## config.mk

```make
export PLATFORM = sky130hd
export DESIGN_NAME = cbss_mul
export DESIGN_NICKNAME = d
export VERILOG_FILES = /design/src/hdl/assert_macros.svh /design/src/hdl/cbss_pkg.sv /design/src/hdl/cbss_mul.sv
export SDC_FILE = /design/constraint.sdc
export NUM_CORES = 2
export LEC_CHECK = 0
export ABC_AREA = 1
export ABC_CLOCK_PERIOD_IN_PS = 9230
export BUFFER_PORTS_ARGS = -buffer_cell sky130_fd_sc_hd__buf_2
export CELL_PAD_IN_SITES_DETAIL_PLACEMENT = 1
export CELL_PAD_IN_SITES_GLOBAL_PLACEMENT = 2
export CORE_AREA = 2 2 332 334
export CTS_CLUSTER_DIAMETER = 50
export CTS_CLUSTER_SIZE = 12
export DETAILED_ROUTE_END_ITERATION = 6
export DIE_AREA = 0 0 334 336
export PLACE_DENSITY_LB_ADDON = 0.1
export REMOVE_ABC_BUFFERS = 1
export SLEW_MARGIN = 0
export SYNTH_ARGS = -nofsm -noshare
export SYNTH_HDL_FRONTEND = slang
export SYNTH_SLANG_ARGS = --single-unit
```

## constraint.sdc

```tcl
create_clock -name i_clk -period 9.23 [get_ports i_clk]
set_clock_uncertainty 0.15 [all_clocks]
set_input_delay 0.4615 -clock i_clk [delete_from_list [all_inputs] [get_ports i_clk]]
set_output_delay 0.4615 -clock i_clk [all_outputs]
set_load 0.005 [all_outputs]
```

## src/hdl/assert_macros.svh

```systemverilog
// Assertion macros shared by the RTL of the band-split saturator.
// Define ASSERT_OFF to compile every assertion out.
`ifndef ASSERT_MACROS_SVH
`define ASSERT_MACROS_SVH

`ifndef ASSERT_OFF

// Checks a property at every rising clock edge outside reset.
`define CBSS_ASSERT(label, clk, rst_n, prop) \
    label: assert property (@(posedge clk) disable iff (!rst_n) prop) \
        else $error("assertion failed");

// Checks that a condition in one cycle implies another in the next cycle.
`define CBSS_ASSERT_NEXT(label, clk, rst_n, cond, expr) \
    label: assert property (@(posedge clk) disable iff (!rst_n) cond |=> expr) \
        else $error("assertion failed");

`else

`define CBSS_ASSERT(label, clk, rst_n, prop)
`define CBSS_ASSERT_NEXT(label, clk, rst_n, cond, expr)

`endif

`endif

```

## src/hdl/cbss_pkg.sv

```systemverilog
// Package of the cascaded band-split saturator: sizes, types, constants and
// the fixed-point helper functions. It depends on nothing else.
`default_nettype none

package cbss_pkg;

    localparam int MAX_STAGES  = 16;
    localparam int BAND_COUNT  = 12;
    localparam int SAMPLE_BITS = 24;
    localparam int WORK_FRAC   = 24;

    localparam int DEPTH     = MAX_STAGES * BAND_COUNT;
    localparam int MEM_DEPTH = 2 * DEPTH;
    localparam int ADDR_W    = $clog2(MEM_DEPTH);
    localparam int BAND_W    = (BAND_COUNT > 1) ? $clog2(BAND_COUNT) : 1;
    localparam int STAGE_W   = $clog2(MAX_STAGES + 1);

    localparam int SINE_STEPS = 5;
    localparam int SINE_W     = $clog2(SINE_STEPS);

    localparam int OPND_W = 33;
    localparam int PROD_W = 2 * OPND_W;
    localparam int WIDE_W = PROD_W + 1;

    localparam int CFG_IDX_W  = 3;
    localparam int CFG_DATA_W = 64;

    // Sample scaling between the port format and the Q8.24 working format.
    localparam int IN_UP = (SAMPLE_BITS - 2 <= WORK_FRAC) ? WORK_FRAC - (SAMPLE_BITS - 2) : 0;
    localparam int IN_DN = (SAMPLE_BITS - 2 > WORK_FRAC) ? (SAMPLE_BITS - 2) - WORK_FRAC : 0;

    typedef logic signed [31:0]            t_word;
    typedef logic signed [OPND_W-1:0]      t_opnd;
    typedef logic signed [WIDE_W-1:0]      t_wide;
    typedef logic signed [SAMPLE_BITS-1:0] t_sample;

    typedef enum logic [CFG_IDX_W-1:0] {
        CFG_GAINS_LOW  = 3'd0,
        CFG_GAINS_MID  = 3'd1,
        CFG_GAINS_HIGH = 3'd2,
        CFG_DRIVE      = 3'd3,
        CFG_PAD        = 3'd4,
        CFG_STAGES     = 3'd5,
        CFG_FIRST_COEF = 3'd6,
        CFG_TUNE       = 3'd7
    } t_cfg_idx;

    typedef enum logic [5:0] {
        S_CLEAR, S_IDLE, S_CH_START, S_STG_START,
        S_B_RD, S_B_LD, S_B_1, S_B_2, S_B_3, S_B_4, S_B_5,
        S_B_6, S_B_7, S_B_8, S_B_9, S_B_10,
        S_STG_SUM, S_STG_DRV, S_STG_DRVR,
        S_FIN, S_PAD, S_PAD_R,
        S_SN_IN, S_SN_SQ, S_SN_Z, S_SN_ZP, S_SN_W, S_SN_RM, S_SN_Q, S_SN_FIX,
        S_SN_XP, S_SN_OUT, S_DONE
    } t_state;

    localparam logic [63:0] GAINS_LOW_RST  = 64'd4611756388245323776;
    localparam logic [63:0] GAINS_MID_RST  = 64'd4611756388245323776;
    localparam logic [47:0] GAINS_HIGH_RST = 48'd70369817935872;
    localparam logic [14:0] DRIVE_RST      = 15'd16384;
    localparam logic [14:0] PAD_RST        = 15'd16384;
    localparam logic [4:0]  STAGES_RST     = 5'd11;
    localparam logic [14:0] FIRST_COEF_RST = 15'd15237;
    localparam logic [15:0] TUNE_RST       = 16'd40862;

    localparam logic [14:0] UNITY_Q14   = 15'd16384;
    localparam logic [15:0] UNITY_GAIN  = 16'd16384;
    localparam t_wide       ONE_Q30     = 67'sd1073741824;
    localparam t_opnd       ONE_OPND    = 33'sd1073741824;
    localparam t_wide       PI_Q24      = 67'sd52707179;
    localparam t_wide       HALF_PI_Q24 = 67'sd26353589;
    localparam t_wide       MAX32       = 67'sd2147483647;
    localparam t_wide       MIN32       = -67'sd2147483648;
    localparam t_wide       OUT_MAX     = t_wide'((64'sd1 <<< (SAMPLE_BITS - 1)) - 64'sd1);
    localparam t_wide       OUT_MIN     = -OUT_MAX - 67'sd1;

    // Divisors of the sine series and floor(2^33 / divisor) for each.
    localparam logic [6:0] SINE_DIV [SINE_STEPS] = '{7'd110, 7'd72, 7'd42, 7'd20, 7'd6};
    localparam t_opnd SINE_RECIP [SINE_STEPS] = '{
        33'sd78090314, 33'sd119304647, 33'sd204522252, 33'sd429496729, 33'sd1431655765
    };
    localparam int RECIP_SHIFT = 33;

    // Arithmetic shift right with rounding half up; s is at least one.
    function automatic t_wide rnd_shr(input t_wide v, input int unsigned s);
        t_wide half;
        half = t_wide'(1) <<< (s - 1);
        return (v + half) >>> s;
    endfunction

    function automatic t_word sat32(input t_wide v);
        t_wide r;
        r = v;
        if (v > MAX32) r = MAX32;
        else if (v < MIN32) r = MIN32;
        return r[31:0];
    endfunction

    function automatic logic [15:0] band_gain(input logic [63:0] gl, input logic [63:0] gm,
                                              input logic [47:0] gh,
                                              input logic [BAND_W-1:0] b);
        int idx;
        logic [15:0] g;
        idx = int'(b);
        if (idx < 4) g = gl[16*idx +: 16];
        else if (idx < 8) g = gm[16*(idx-4) +: 16];
        else if (idx < 11) g = gh[16*(idx-8) +: 16];
        else g = UNITY_GAIN;
        return g;
    endfunction

    function automatic t_word to_work(input t_sample s);
        t_wide v;
        v = t_wide'(s) <<< IN_UP;
        if (IN_DN > 0) v = rnd_shr(v, IN_DN);
        return v[31:0];
    endfunction

    function automatic t_sample from_work(input t_word x);
        t_wide v;
        v = t_wide'(x) <<< IN_DN;
        if (IN_UP > 0) v = rnd_shr(v, IN_UP);
        if (v > OUT_MAX) v = OUT_MAX;
        else if (v < OUT_MIN) v = OUT_MIN;
        return v[SAMPLE_BITS-1:0];
    endfunction

    // Clamps the sine argument to +-pi and folds it into +-pi/2.
    function automatic t_opnd clamp_fold(input t_wide v);
        t_wide x;
        x = v;
        if (x > PI_Q24) x = PI_Q24;
        else if (x < -PI_Q24) x = -PI_Q24;
        if (x > HALF_PI_Q24) x = PI_Q24 - x;
        else if (x < -HALF_PI_Q24) x = -PI_Q24 - x;
        return x[OPND_W-1:0];
    endfunction

endpackage

`default_nettype wire

```

## src/hdl/cbss_mul.sv

```systemverilog
// Shared signed multiplier of the band-split saturator with a registered
// product. Depends on cbss_pkg.
`default_nettype none

module cbss_mul (
    input  logic                  i_clk,
    input  cbss_pkg::t_opnd       i_a,
    input  cbss_pkg::t_opnd       i_b,
    output cbss_pkg::t_wide       o_prod
);
    import cbss_pkg::*;

    logic signed [PROD_W-1:0] r_prod;

    always_ff @(posedge i_clk) begin
        r_prod <= i_a * i_b;
    end

    assign o_prod = t_wide'(r_prod);

endmodule

`default_nettype wire

```

==> run summary <==
row count: 121
relative slew slack: 0.249
EDFF count, synth: 0
Hold Path Class: in2reg
# hold bufs at CTS: 0
Final Hold Vio Count: 0
Syn. warnings: 0
WL final: 144 mm
final period utilization: 0.887
fin area: 0.0457 mm^2
die area: 0.112 mm^2
setup_tns: 0 ns
vias per cell: 4.68
sequential-to-total area share from yosys stat: 0.0306
top post-synthesis cells by area: fa_1 (53%), inv_1 (16%), nand2_1 (13%)
routed length on met3: 5.82 mm
CP Launch Type: input port
fin nets: 6,950
vias in the first global route: 37.8k
Worst Hold Depth: 4
flops & latches, synth: 66
antenna violations before repair: 10
Crit Path Category: in2reg
wire per inst: 20.8 um
area grow syn2layout: 5.84%
max FFs per register: 66
Async SR Flop Fraction: 0
top cell type by total area after synthesis: fa_1
hold path start: i_b[0]
Reg area: 0.00132 mm^2
ratio of cells with drive above 1 in the final layout: 0.0557
DRC: 0
max cap viols: 0
met2 WL: 70.3 mm
Fmax achieved: 122 MHz
port buffer count: 133
top-count cell post-synth: inv_1
routability cong.: 0.902
Avg Inst Size Synth: 7.79 um^2
clk root buf: clkbuf_16
crit path time final: 8.19 ns
final setup vio count: 0
Sink Count: 66
CP max FO: 33
WL met1: 64.1 mm
Final ANT Viol Nets: 0
area post-placement: 0.0454 mm^2
total CTS buffers: 9
post-synthesis cell type count: 36
GR Overflow Total: 0
Synth top area share: 0.531
Total GRT Usage: 0.271
core area: 0.108 mm^2
Multi-input gate area: 0.0338 mm^2
crit path DAT: 8.29 ns
first-pass GRT wire length: 227 mm
RSZ-0062 raised after global routing: no
outcome: complete, no violations
CTS tree: built
largest net degree at the start of global routing: 34
Main synth FF type: dfxtp_1
biggest regs: r_prod (66)
Tightest Pin Transition: 1.13 ns
Filler Cells Inserted: 13.3k
DR pass1 iterations: 5
Post-Synthesis Cells: 5,544
DR vias: 32.5k
Resize count post-CTS: 0
Top reg by flops: r_prod
Chip Width: 334 um
DR top layer: met4
CP required: 9.33 ns
Initial Util: 0.398
CP Capture Type: flop
synth cell count leaders: inv_1 (1,894), nand2_1 (1,517), fa_1 (1,145), clkbuf_1 (262), ha_1 (217)
Iter 0 DRT Violations: 1,597
Die H: 336 um
clock-pin slew on the worst setup and hold paths: 0.06 ns
post-DP HPWL: 128 mm
Worst Hold Endpoint: r_prod[0]$_DFF_P_
IO Pins: 134
mapped cell area: 0.0432 mm^2
max-slew violations: 0
Longest Clk Path Bufs: 2
post-CTS setup buffer count: 0
CTS H-tree depth: 3
## cell usage in the layout, fill, tap and decap left out, drive strengths merged, types with 2 or more instances in the layout
master,n
clkinv,3
o21ai,23
nor2,154
fa,1145
ha,217
xnor2,4
nor3,8
buf,230
dfxtp,66
clkbuf,10
inv,1895
xor2,37
bufinv,2
nor4,5
a21o,2
diode,5
or2,6
o21bai,14
nand2,1534
nand3,78
and2,3
nand3b,3
a21oi,65
nand4,19
## through the flow
step | utilization | hold slack [ns] | instances | worst slack, ns
2_1_floorplan | - | 0.405 | 5280 | 2.31
3_3_place_gp | 0.418 | 0.688 | 6924 | 0.743
3_5_place_dp | 0.418 | 0.691 | 6924 | 0.680
4_1_cts | 0.422 | 0.517 | 6940 | 1.05
5_1_grt | 0.422 | 0.526 | 6941 | 0.646
6_report | 0.422 | 0.526 | 6945 | 1.04
## worst max path at each step
| stage | from | endpoint | slack (ns) | cells after the start |
|---|---|---|---|---|
| 6_report | i_b[11] | r_prod[56]$_DFF_P_ | 1.04 | 21 |
| 5_1_grt | i_a[32] | r_prod[56]$_DFF_P_ | 0.65 | 22 |
| 3_3_place_gp | i_a[32] | r_prod[56]$_DFF_P_ | 0.74 | 22 |
| 3_5_place_dp | i_a[32] | r_prod[56]$_DFF_P_ | 0.68 | 22 |
| 2_1_floorplan | i_b[0] | r_prod[60]$_DFF_P_ | 2.31 | 21 |
| 4_1_cts | i_a[32] | r_prod[56]$_DFF_P_ | 1.05 | 22 |
## layout make-up
class | instances | share of cell area
flip-flops and latches | 66 | 0.0289
inverters | 1895 | 0.156
repair buffers | 230 | 0.0308
well taps | 1414 | 0.0387
multi-input cells | 3319 | 0.739
diodes | 5 | 0.000274
clock inverters | 6 | 0.00197
clock buffers | 10 | 0.00523
## routing by layer
| layer | track usage | vias up |
|---|---|---|
| li1 | - | 14900 |
| met1 | 0.363 | 16900 |
| met3 | 0.0275 | 114 |
| met2 | 0.470 | 595 |
| met5 | 0 | - |
| met4 | 0.0699 | 0 |
## cell families after synthesis
| group | Yosys count | share of synthesized area |
|---|---|---|
| compound gates | 106 | 0.0138 |
| flops | 66 | 0.0306 |
| fa+ha+maj | 1362 | 0.594 |
| buf+inv | 2159 | 0.188 |
| xor+xnor | 41 | 0.00832 |
| simple gates | 1810 | 0.166 |
## critical path: stages
cell and delay (ns):
buf_2 0.63, nand2_1 0.15, fa_1 0.61, fa_1 0.45, fa_1 0.59, inv_1 0.08, fa_1 1.23, fa_1 0.59
fa_1 0.50, fa_1 0.49, inv_1 0.05, fa_1 0.48, inv_1 0.04, ha_1 0.45, nand2_1 0.16, nor2_1 0.30
nand2_1 0.17, nor2_1 0.33, nand3_1 0.28, nand4_1 0.15, nand2_1 0.06
Power is not shown: default switching activity piles up to over one toggle a cycle in this logic, so the estimate is an artifact.
